===== config.mk =====
export PLATFORM = sky130hd
export DESIGN_NAME = mode_select_motor_duty_slew
export DESIGN_NICKNAME = d
export VERILOG_FILES = /design/src/rtl/msds_pkg.sv /design/src/rtl/msds_front.sv /design/src/rtl/msds_queue.sv /design/src/rtl/msds_back.sv /design/src/rtl/mode_select_motor_duty_slew.sv
export SDC_FILE = /design/constraint.sdc
export NUM_CORES = 2
export LEC_CHECK = 0
export ABC_AREA = 1
export CAP_MARGIN = 20
export CELL_PAD_IN_SITES_DETAIL_PLACEMENT = 0
export CELL_PAD_IN_SITES_GLOBAL_PLACEMENT = 2
export CORE_MARGIN = 4
export CORE_UTILIZATION = 44
export DETAILED_ROUTE_END_ITERATION = 10
export DONT_BUFFER_PORTS = 1
export PLACE_DENSITY_LB_ADDON = 0.1
export SLEW_MARGIN = 30
export SYNTH_ARGS = -nofsm -noshare
export SYNTH_HDL_FRONTEND = slang
export SYNTH_SLANG_ARGS = --single-unit

===== constraint.sdc =====
create_clock -name clk_i -period 24.2 [get_ports clk_i]
set_input_delay 7.26 -clock clk_i [delete_from_list [all_inputs] [get_ports clk_i]]
set_output_delay 7.26 -clock clk_i [all_outputs]
set_load 0.05 [all_outputs]

===== src/rtl/msds_pkg.sv =====
`timescale 1ns / 1ps

package msds_pkg;

  // Duty values in permille
  typedef logic [9:0] duty_t;

  localparam duty_t DUTY_MAX = 10'd1000;

  // One target request between the front, the queue and the back
  typedef struct packed {
    logic  valid;
    duty_t target;
  } tgt_req_t;

endpackage


===== src/rtl/msds_front.sv =====
`timescale 1ns / 1ps

module msds_front (
  input  logic               clk_i,
  input  logic               rst_ni,
  input  logic               cfg_we_i,
  input  logic               cfg_idx_i,
  input  logic [9:0]         cfg_wdata_i,
  input  logic               in_valid_i,
  output logic               in_stall_o,
  input  logic [9:0]         sound_level_i,
  input  logic [31:0]        time_ms_i,
  output msds_pkg::tgt_req_t push_o,
  input  logic               push_stall_i
);
  import msds_pkg::*;

  typedef enum logic [1:0] {
    MODE_MUSIC  = 2'd0,
    MODE_MANUAL = 2'd1,
    MODE_AUTO   = 2'd2
  } mode_e;

  typedef enum logic [3:0] {
    S_IDLE,
    S_MOD,
    S_ADIV0,
    S_ADIV1,
    S_ADIV2,
    S_MN1,
    S_MN2,
    S_MS0,
    S_MS1,
    S_MS2,
    S_PUSH
  } state_e;

  localparam logic CFG_DRIVE_MODE   = 1'b0;
  localparam logic CFG_MANUAL_SPEED = 1'b1;

  localparam logic [9:0]  NOISE_FLOOR  = 10'd35;
  localparam logic [10:0] LOW_CUT      = 11'd25;
  localparam logic [20:0] NORM_SCALE   = 21'd200;   // 1000/965 == 200/193
  localparam logic [20:0] NORM_DIV     = 21'd193;
  localparam logic [20:0] SHAPE_OFFSET = 21'd650;
  localparam logic [20:0] SHAPE_DIV    = 21'd1650;
  localparam logic [16:0] AUTO_PERIOD  = 17'd8000;
  localparam logic [11:0] AUTO_HALF    = 12'd4000;
  localparam logic [9:0]  AUTO_MIN     = 10'd150;
  localparam logic [9:0]  AUTO_MAX     = 10'd850;
  localparam logic [14:0] SPAN_NUM     = 15'd7;     // 700/4000 == 7/40
  localparam logic [20:0] FIFTH_DIV    = 21'd5;
  // Reciprocals, floor(2^k / divisor) or one below it
  localparam logic [16:0] RECIP_NORM   = 17'd86928; // 2^24 / 193
  localparam logic [16:0] RECIP_SHAPE  = 17'd10167; // floor(2^24 / 1650) - 1
  localparam logic [16:0] RECIP_FIFTH  = 17'd13107; // 2^16 / 5

  state_e      state_q;
  logic [1:0]  mode_q;
  duty_t       speed_q;
  logic [31:0] time_q;
  logic [12:0] rem_q;
  logic [2:0]  cnt_q;
  logic        half_q;
  logic [20:0] x_q;
  logic [37:0] prod_q;
  duty_t       n_q;
  duty_t       tgt_q;

  logic [16:0] mul_k;
  logic [37:0] mul_p;
  logic [16:0] mod_x;
  logic [3:0]  mod_q;
  logic [12:0] mod_r;
  logic [10:0] qn, nn, qs, ss;
  logic [20:0] remn, rems, rema;
  logic [9:0]  qa, qa1;
  logic [11:0] au;
  logic        accept;

  assign accept     = in_valid_i && (state_q == S_IDLE);
  assign in_stall_o = (state_q != S_IDLE);
  assign push_o.valid  = (state_q == S_PUSH);
  assign push_o.target = tgt_q;

  // Shared reciprocal multiplier
  always_comb begin
    unique case (state_q)
      S_MN1:   mul_k = RECIP_NORM;
      S_MS1:   mul_k = RECIP_SHAPE;
      default: mul_k = RECIP_FIFTH;
    endcase
  end
  assign mul_p = 38'(x_q) * 38'(mul_k);

  // One nibble of the modulo 8000 reduction, most significant first
  assign mod_x = {rem_q, time_q[31:28]};
  always_comb begin
    mod_q = '0;
    for (int k = 1; k < 16; k++) begin
      if (mod_x >= 17'(k * 8000)) mod_q = mod_q + 4'd1;
    end
    mod_r = 13'(mod_x - 17'(mod_q) * AUTO_PERIOD);
  end

  // Correct reciprocal quotients by one remainder compare
  always_comb begin
    qn   = prod_q[34:24];
    remn = x_q - 21'(qn) * NORM_DIV;
    nn   = qn + 11'(remn >= NORM_DIV);
    qs   = prod_q[34:24];
    rems = x_q - 21'(qs) * SHAPE_DIV;
    ss   = qs + 11'(rems >= SHAPE_DIV);
    qa   = prod_q[25:16];
    rema = x_q - 21'(qa) * FIFTH_DIV;
    qa1  = qa + 10'(rema >= FIFTH_DIV);
    au   = (rem_q >= 13'(AUTO_HALF)) ? 12'(rem_q - 13'(AUTO_HALF)) : rem_q[11:0];
  end

  // Sequencer, configuration and datapath registers
  always_ff @(posedge clk_i or negedge rst_ni) begin
    if (!rst_ni) begin
      state_q <= S_IDLE;
      mode_q  <= MODE_MUSIC;
      speed_q <= 10'd300;
      time_q  <= '0;
      rem_q   <= '0;
      cnt_q   <= '0;
      half_q  <= 1'b0;
      x_q     <= '0;
      prod_q  <= '0;
      n_q     <= '0;
      tgt_q   <= '0;
    end else begin
      if (cfg_we_i) begin
        unique case (cfg_idx_i)
          CFG_DRIVE_MODE:   mode_q  <= cfg_wdata_i[1:0];
          CFG_MANUAL_SPEED: speed_q <= cfg_wdata_i;
          default:          ;
        endcase
      end
      unique case (state_q)
        S_IDLE: begin
          if (accept) begin
            unique case (mode_q)
              MODE_MUSIC: begin
                if (sound_level_i <= NOISE_FLOOR) begin
                  tgt_q   <= '0;
                  state_q <= S_PUSH;
                end else begin
                  x_q     <= 21'(sound_level_i - NOISE_FLOOR) * NORM_SCALE;
                  state_q <= S_MN1;
                end
              end
              MODE_MANUAL: begin
                tgt_q   <= (speed_q > DUTY_MAX) ? DUTY_MAX : speed_q;
                state_q <= S_PUSH;
              end
              MODE_AUTO: begin
                time_q  <= time_ms_i;
                rem_q   <= '0;
                cnt_q   <= '0;
                state_q <= S_MOD;
              end
              default: begin
                tgt_q   <= '0;
                state_q <= S_PUSH;
              end
            endcase
          end
        end
        // Auto: time modulo 8000, then triangle
        S_MOD: begin
          rem_q  <= mod_r;
          time_q <= {time_q[27:0], 4'd0};
          cnt_q  <= cnt_q + 3'd1;
          if (cnt_q == 3'd7) state_q <= S_ADIV0;
        end
        S_ADIV0: begin
          half_q  <= (rem_q >= 13'(AUTO_HALF));
          x_q     <= 21'((15'(au) * SPAN_NUM) >> 3);
          state_q <= S_ADIV1;
        end
        S_ADIV1: begin
          prod_q  <= mul_p;
          state_q <= S_ADIV2;
        end
        S_ADIV2: begin
          tgt_q   <= half_q ? AUTO_MAX - qa1 : AUTO_MIN + qa1;
          state_q <= S_PUSH;
        end
        // Music: normalize, shape, cut
        S_MN1: begin
          prod_q  <= mul_p;
          state_q <= S_MN2;
        end
        S_MN2: begin
          n_q     <= (nn > 11'(DUTY_MAX)) ? DUTY_MAX : nn[9:0];
          state_q <= S_MS0;
        end
        S_MS0: begin
          x_q     <= 21'(n_q) * (SHAPE_OFFSET + 21'(n_q));
          state_q <= S_MS1;
        end
        S_MS1: begin
          prod_q  <= mul_p;
          state_q <= S_MS2;
        end
        S_MS2: begin
          if (ss < LOW_CUT)               tgt_q <= '0;
          else if (ss > 11'(DUTY_MAX))    tgt_q <= DUTY_MAX;
          else                            tgt_q <= ss[9:0];
          state_q <= S_PUSH;
        end
        // Hand the target to the queue
        S_PUSH: begin
          if (!push_stall_i) state_q <= S_IDLE;
        end
        default: state_q <= S_IDLE;
      endcase
    end
  end

  a_push_range: assert property (@(posedge clk_i) disable iff (!rst_ni)
    push_o.valid |-> push_o.target <= DUTY_MAX)
    else $error("target request above full duty");

  a_push_hold: assert property (@(posedge clk_i) disable iff (!rst_ni)
    push_o.valid && push_stall_i |=> push_o.valid && $stable(push_o.target))
    else $error("stalled target request changed");

  a_auto_seq: assert property (@(posedge clk_i) disable iff (!rst_ni)
    accept && (mode_q == MODE_AUTO) |=> (state_q == S_MOD) && (cnt_q == 3'd0))
    else $error("auto request did not start the modulo sweep");

endmodule


===== src/rtl/msds_queue.sv =====
`timescale 1ns / 1ps

module msds_queue #(
  parameter int unsigned DEPTH = 2
) (
  input  logic               clk_i,
  input  logic               rst_ni,
  input  msds_pkg::tgt_req_t push_i,
  output logic               push_stall_o,
  output msds_pkg::tgt_req_t pop_o,
  input  logic               pop_stall_i
);
  import msds_pkg::*;

  localparam int unsigned PTR_W = $clog2(DEPTH);
  localparam int unsigned CNT_W = $clog2(DEPTH + 1);

  duty_t             entry_q [DEPTH];
  logic [PTR_W-1:0]  wr_ptr_q, rd_ptr_q;
  logic [CNT_W-1:0]  count_q;
  logic              do_push, do_pop;

  assign push_stall_o  = (count_q == CNT_W'(DEPTH));
  assign pop_o.valid   = (count_q != '0);
  assign pop_o.target  = entry_q[rd_ptr_q];
  assign do_push       = push_i.valid && !push_stall_o;
  assign do_pop        = pop_o.valid && !pop_stall_i;

  // Store the pushed target
  always_ff @(posedge clk_i) begin
    if (do_push) entry_q[wr_ptr_q] <= push_i.target;
  end

  // Advance pointers and fill count
  always_ff @(posedge clk_i or negedge rst_ni) begin
    if (!rst_ni) begin
      wr_ptr_q <= '0;
      rd_ptr_q <= '0;
      count_q  <= '0;
    end else begin
      if (do_push) begin
        wr_ptr_q <= (wr_ptr_q == PTR_W'(DEPTH - 1)) ? '0 : wr_ptr_q + 1'b1;
      end
      if (do_pop) begin
        rd_ptr_q <= (rd_ptr_q == PTR_W'(DEPTH - 1)) ? '0 : rd_ptr_q + 1'b1;
      end
      if (do_push && !do_pop)      count_q <= count_q + 1'b1;
      else if (do_pop && !do_push) count_q <= count_q - 1'b1;
    end
  end

  a_count_range: assert property (@(posedge clk_i) disable iff (!rst_ni)
    count_q <= CNT_W'(DEPTH))
    else $error("queue fill count above depth");

  a_count_up: assert property (@(posedge clk_i) disable iff (!rst_ni)
    do_push && !do_pop |=> count_q == $past(count_q) + 1'b1)
    else $error("push without pop did not raise fill count");

  a_pop_hold: assert property (@(posedge clk_i) disable iff (!rst_ni)
    pop_o.valid && pop_stall_i |=> pop_o.valid && $stable(pop_o.target))
    else $error("stalled queue head changed");

endmodule


===== src/rtl/msds_back.sv =====
`timescale 1ns / 1ps

module msds_back (
  input  logic               clk_i,
  input  logic               rst_ni,
  input  msds_pkg::tgt_req_t pop_i,
  output logic               pop_stall_o,
  output logic               out_valid_o,
  input  logic               out_stall_i,
  output msds_pkg::duty_t    applied_duty_o,
  output msds_pkg::duty_t    target_duty_o
);
  import msds_pkg::*;

  localparam logic [10:0] UP_CAP   = 11'd80;
  localparam logic [10:0] DOWN_CAP = 11'd35;

  duty_t       duty_q;
  logic        out_valid_q;
  duty_t       applied_q;
  duty_t       target_q;
  logic        load;
  duty_t       gap;
  logic [10:0] up_step, dn_step;
  duty_t       duty_d;

  assign pop_stall_o    = out_valid_q && out_stall_i;
  assign load           = pop_i.valid && !pop_stall_o;
  assign out_valid_o    = out_valid_q;
  assign applied_duty_o = applied_q;
  assign target_duty_o  = target_q;

  // Slew to target: up gap/4 (cap 80), down gap/8 (cap 35), rounded up
  always_comb begin
    gap     = (pop_i.target > duty_q) ? pop_i.target - duty_q : duty_q - pop_i.target;
    up_step = (11'(gap) + 11'd3) >> 2;
    dn_step = (11'(gap) + 11'd7) >> 3;
    if (up_step > UP_CAP) up_step = UP_CAP;
    if (dn_step > DOWN_CAP) dn_step = DOWN_CAP;
    if (pop_i.target > duty_q)      duty_d = duty_q + up_step[9:0];
    else if (pop_i.target < duty_q) duty_d = duty_q - dn_step[9:0];
    else                            duty_d = duty_q;
  end

  // Hold duty state and the output register
  always_ff @(posedge clk_i or negedge rst_ni) begin
    if (!rst_ni) begin
      duty_q      <= '0;
      out_valid_q <= 1'b0;
    end else begin
      if (load) begin
        duty_q      <= duty_d;
        out_valid_q <= 1'b1;
      end else if (!out_stall_i) begin
        out_valid_q <= 1'b0;
      end
    end
  end

  always_ff @(posedge clk_i) begin
    if (load) begin
      applied_q <= duty_d;
      target_q  <= pop_i.target;
    end
  end

  a_duty_match: assert property (@(posedge clk_i) disable iff (!rst_ni)
    out_valid_o |-> duty_q == applied_duty_o)
    else $error("duty state differs from shown result");

  a_rise_bound: assert property (@(posedge clk_i) disable iff (!rst_ni)
    load && (pop_i.target > duty_q) |=>
      (applied_duty_o > $past(duty_q)) && (applied_duty_o <= $past(pop_i.target)))
    else $error("rising duty left the range toward its target");

  a_fall_bound: assert property (@(posedge clk_i) disable iff (!rst_ni)
    load && (pop_i.target < duty_q) |=>
      (applied_duty_o < $past(duty_q)) && (applied_duty_o >= $past(pop_i.target)))
    else $error("falling duty left the range toward its target");

endmodule


===== src/rtl/mode_select_motor_duty_slew.sv =====
`timescale 1ns / 1ps
// Channel  Direction  Handshake               Payload
// in       input      in_valid_i / in_stall_o   sound_level_i, time_ms_i
// out      output     out_valid_o / out_stall_i applied_duty_o, target_duty_o
// cfg      input      cfg_we_i                  cfg_idx_i, cfg_wdata_i
//
// The front sequencer takes one request at a time. Manual mode, unused mode and music
// below the noise floor go straight to the push step; music mode first normalizes and
// shapes; auto runs eight nibble steps of the modulo 8000 reduction, then the divide.
// All modes end in the push step. The slew back end retires one target per cycle
// while the output is not stalled. Reset clears the duty to 0, mode to music, manual
// speed to 300. An output stall fills the target queue and then stalls the front.

module mode_select_motor_duty_slew #(
  parameter int unsigned QUEUE_DEPTH = 2
) (
  input  logic                   clk_i,
  input  logic                   rst_ni,
  input  logic                   cfg_we_i,
  input  logic                   cfg_idx_i,
  input  logic [9:0]             cfg_wdata_i,
  input  logic                   in_valid_i,
  output logic                   in_stall_o,
  input  logic [9:0]             sound_level_i,
  input  logic [31:0]            time_ms_i,
  output logic                   out_valid_o,
  input  logic                   out_stall_i,
  output logic [9:0]             applied_duty_o,
  output logic [9:0]             target_duty_o
);
  import msds_pkg::*;

  tgt_req_t push_req, pop_req;
  logic     push_stall, pop_stall;

  msds_front u_front (
    .clk_i        (clk_i),
    .rst_ni       (rst_ni),
    .cfg_we_i     (cfg_we_i),
    .cfg_idx_i    (cfg_idx_i),
    .cfg_wdata_i  (cfg_wdata_i),
    .in_valid_i   (in_valid_i),
    .in_stall_o   (in_stall_o),
    .sound_level_i(sound_level_i),
    .time_ms_i    (time_ms_i),
    .push_o       (push_req),
    .push_stall_i (push_stall)
  );

  msds_queue #(
    .DEPTH(QUEUE_DEPTH)
  ) u_queue (
    .clk_i       (clk_i),
    .rst_ni      (rst_ni),
    .push_i      (push_req),
    .push_stall_o(push_stall),
    .pop_o       (pop_req),
    .pop_stall_i (pop_stall)
  );

  msds_back u_back (
    .clk_i         (clk_i),
    .rst_ni        (rst_ni),
    .pop_i         (pop_req),
    .pop_stall_o   (pop_stall),
    .out_valid_o   (out_valid_o),
    .out_stall_i   (out_stall_i),
    .applied_duty_o(applied_duty_o),
    .target_duty_o (target_duty_o)
  );

endmodule

==> run summary <==
Status: complete, no violations
Port buffer count: 0
Pin count of the biggest net entering global routing: 141
Distinct cells, synth: 74
First-pass GRT wire length: 152 mm
Most used cell, CP: ha_1
Core Rows: 100
Antenna Nets Post-Route: 0
Reg2Reg Setup Slack: 12710 ps
# setup viols final: 0
Simple-gate area share of the yosys netlist: 17.1%
GRT Total Usage: 24.7%
DR vias: 25902
Die area: 79400 um2
Commonest non-fill, non-tap cell in the layout: inv_1
Routed WL: 95.3 mm
Max incr delay on CP: 560 ps
RSZ-0062 raised after global routing: false
Util after Layout: 46.8%
Dominant synthesized flop cell: dfrtp_1
Clock Path Buffers: 2
Synth Area in Adders: 41.7%
Max Fclk: 87.0 MHz
Sum Neg Setup Slack: 0 ps
Core area: 74300 um2
Crit Path Class: reg2reg
CTS Buf Count: 17
Xor/xnor cell area share of the yosys netlist: 4.14%
Layout cells sized above 1: 5.69%
Vias per Instance: 5.08
# DRC: 0
Post-synth EDFFs: 40
Total gr overflow: 0
First-pass iteration count of the detailed router: 5
Post-synthesis sequential area ratio: 14.3%
Vias in the first global route: 26539
Nets@finish: 5067
Setup Buffers After CTS: 0
Critical Path RT: 24640 ps
Placed cell count: 5069
Detailed placement HPWL: 79.1 mm
Crit path arrival time: 11930 ps
Hold path depth: 0
Cts repair resizes: 0
Post-Syn Area: 33000 um2
I/O Pins: 80
Crit path capture type: flop
Synth-to-layout area growth: 5.49%
Cells after Synth: 4133
Max-cap violations: 0
Post-synthesis mux area share: 0.163%
Seq cells post-synth: 180
Initial core utilization: 44.4%
Slowest CP cell: dfrtp_1
Combinational family with the most area after synthesis: adder cells
Die X: 282 um
Synth Area in Compound Gates: 10.8%
Hold wc startpoint: u_front.tgt_q[7]
Max_slew headroom: 38.2%
Layout Skew: 21.5 ps
RR Startpoint: u_front.rem_q[3]
Startpoint types: flop
Worst Hold Class: reg2reg
TritonCTS clock tree: yes
Placer Congestion: 0.913
Slew Viols, Final: 0
Worst Hold End: u_queue.entry_q[0][7]
Worst r2r path cells: 62
Asr flop ratio synth: 77.8%
H-tree levels: 4
Tcrit/Tclk final: 47.5%
Minimum clock period: 11490 ps
Avg WL per Cell: 18.7 um
DIE HEIGHT: 282 um
Worst-path clk slew: 90 ps
RR Endpoint: u_front.rem_q[12]
Avg Inst Size Synth: 7.98 um2
Highest-count cells in the layout ignoring fill and taps: inv_1, nand2_1, ha_1
Initial DRC count: 1228
Ys Warns: 0
Crit path max fanout: 8
TritonCTS Sinks: 180
Clk_lat worst skew: 500 ps
Count of final hold-check violations: 0
Worst Tran Pin Value: 924 ps
Final std cells w/o fill: 5102
Initial antenna violation count: 0
Cts hold-fix bufs: 0
Root Driver: clkbuf_16
==> metrics by stage <==
stage / hold slack, ps / instance area [um2] / setup WS (ps)
2_1_floorplan: 442 / 33000 / 12880
3_3_place_gp: 457 / 34200 / 12390
3_5_place_dp: 463 / 34200 / 12410
4_1_cts: 476 / 34800 / 12680
5_1_grt: 491 / 34800 / 11640
6_report: 477 / 34800 / 12710
==> routing by layer <==
metal,GRT usage [%],routed length (um)
met1,35.9,47300
met2,39.1,41900
met3,4.38,4650
met4,4.64,1410
met5,0,0
==> final cells by class <==
cell class	instances	area [um2]
multi-input combinational	2925	24400
timing repair buffer	29	218
clock inverter	15	193
sequential	180	4710
antenna	1	2.50
inverter	966	3630
tap	969	1210
clock buffer	17	425
fill	7571	39500
==> sequential cells by signal, summed over array words and instances (netlist names), 3 cells and up <==
name,cells
u_front.speed_q,10
u_front.prod_q,19
u_front.state_q,4
u_front.tgt_q,10
u_queue.entry_q,20
u_front.time_q,32
u_back.duty_q,10
u_front.rem_q,13
u_back.applied_duty_o,10
u_front.x_q,21
u_front.n_q,10
u_back.target_duty_o,10
u_front.cnt_q,3
==> worst max path at each step <==
stage / end / depth (start not counted) / slack, ps / startpoint
detailed placement: u_front.x_q[19] / 29 / 12410 / sound_level_i[0]
finish: u_front.rem_q[12] / 62 / 12710 / u_front.rem_q[3]
CTS: u_front.rem_q[12] / 62 / 12680 / u_front.rem_q[3]
global route: u_front.rem_q[12] / 62 / 11640 / u_front.rem_q[3]
floorplan: u_front.x_q[19] / 29 / 12880 / sound_level_i[0]
global placement: u_front.x_q[19] / 29 / 12390 / sound_level_i[0]
==> logic make-up (layout without fill, tap and decap cells) <==
group,Yosys count,after routing
adders and majority gates,890,890
buffers and inverters,1030,1027
xor gates and xnor gates,154,154
other,2,5
AOI/OAI and AO/OA,606,606
and+or+nand+nor,1266,1266
muxes,5,5
DFF,180,180
==> critical path: cells and delay by family (launching register included) <==
family | cells | cell delay [ps]
buffers and inverters | 10 | 1010
AOI/OAI and AO/OA | 6 | 1160
adders and majority gates | 18 | 5670
xor gates and xnor gates | 2 | 350
DFF | 1 | 560
and+or+nand+nor | 26 | 2710
==> synthesized netlist by cell type (all sizes together) (36+ instances only) <==
master  count  area share, %
o211ai     42           0.97
nor3       36           0.55
nor2      388            4.7
edfxtp     40            3.6
xor2      107            2.9
nand3     137            2.5
a21oi     204            3.1
fa        349             21
inv       953             11
ha        541             21
clkbuf     54           0.61
o21ai     222            3.4
xnor2      47            1.3
nand4      39           0.78
dfrtp     136             10
nand2     605            7.4
Power is left out: the tool's default activity adds up to more than one toggle a clock period on the data nets, which glitch-free logic cannot reach.
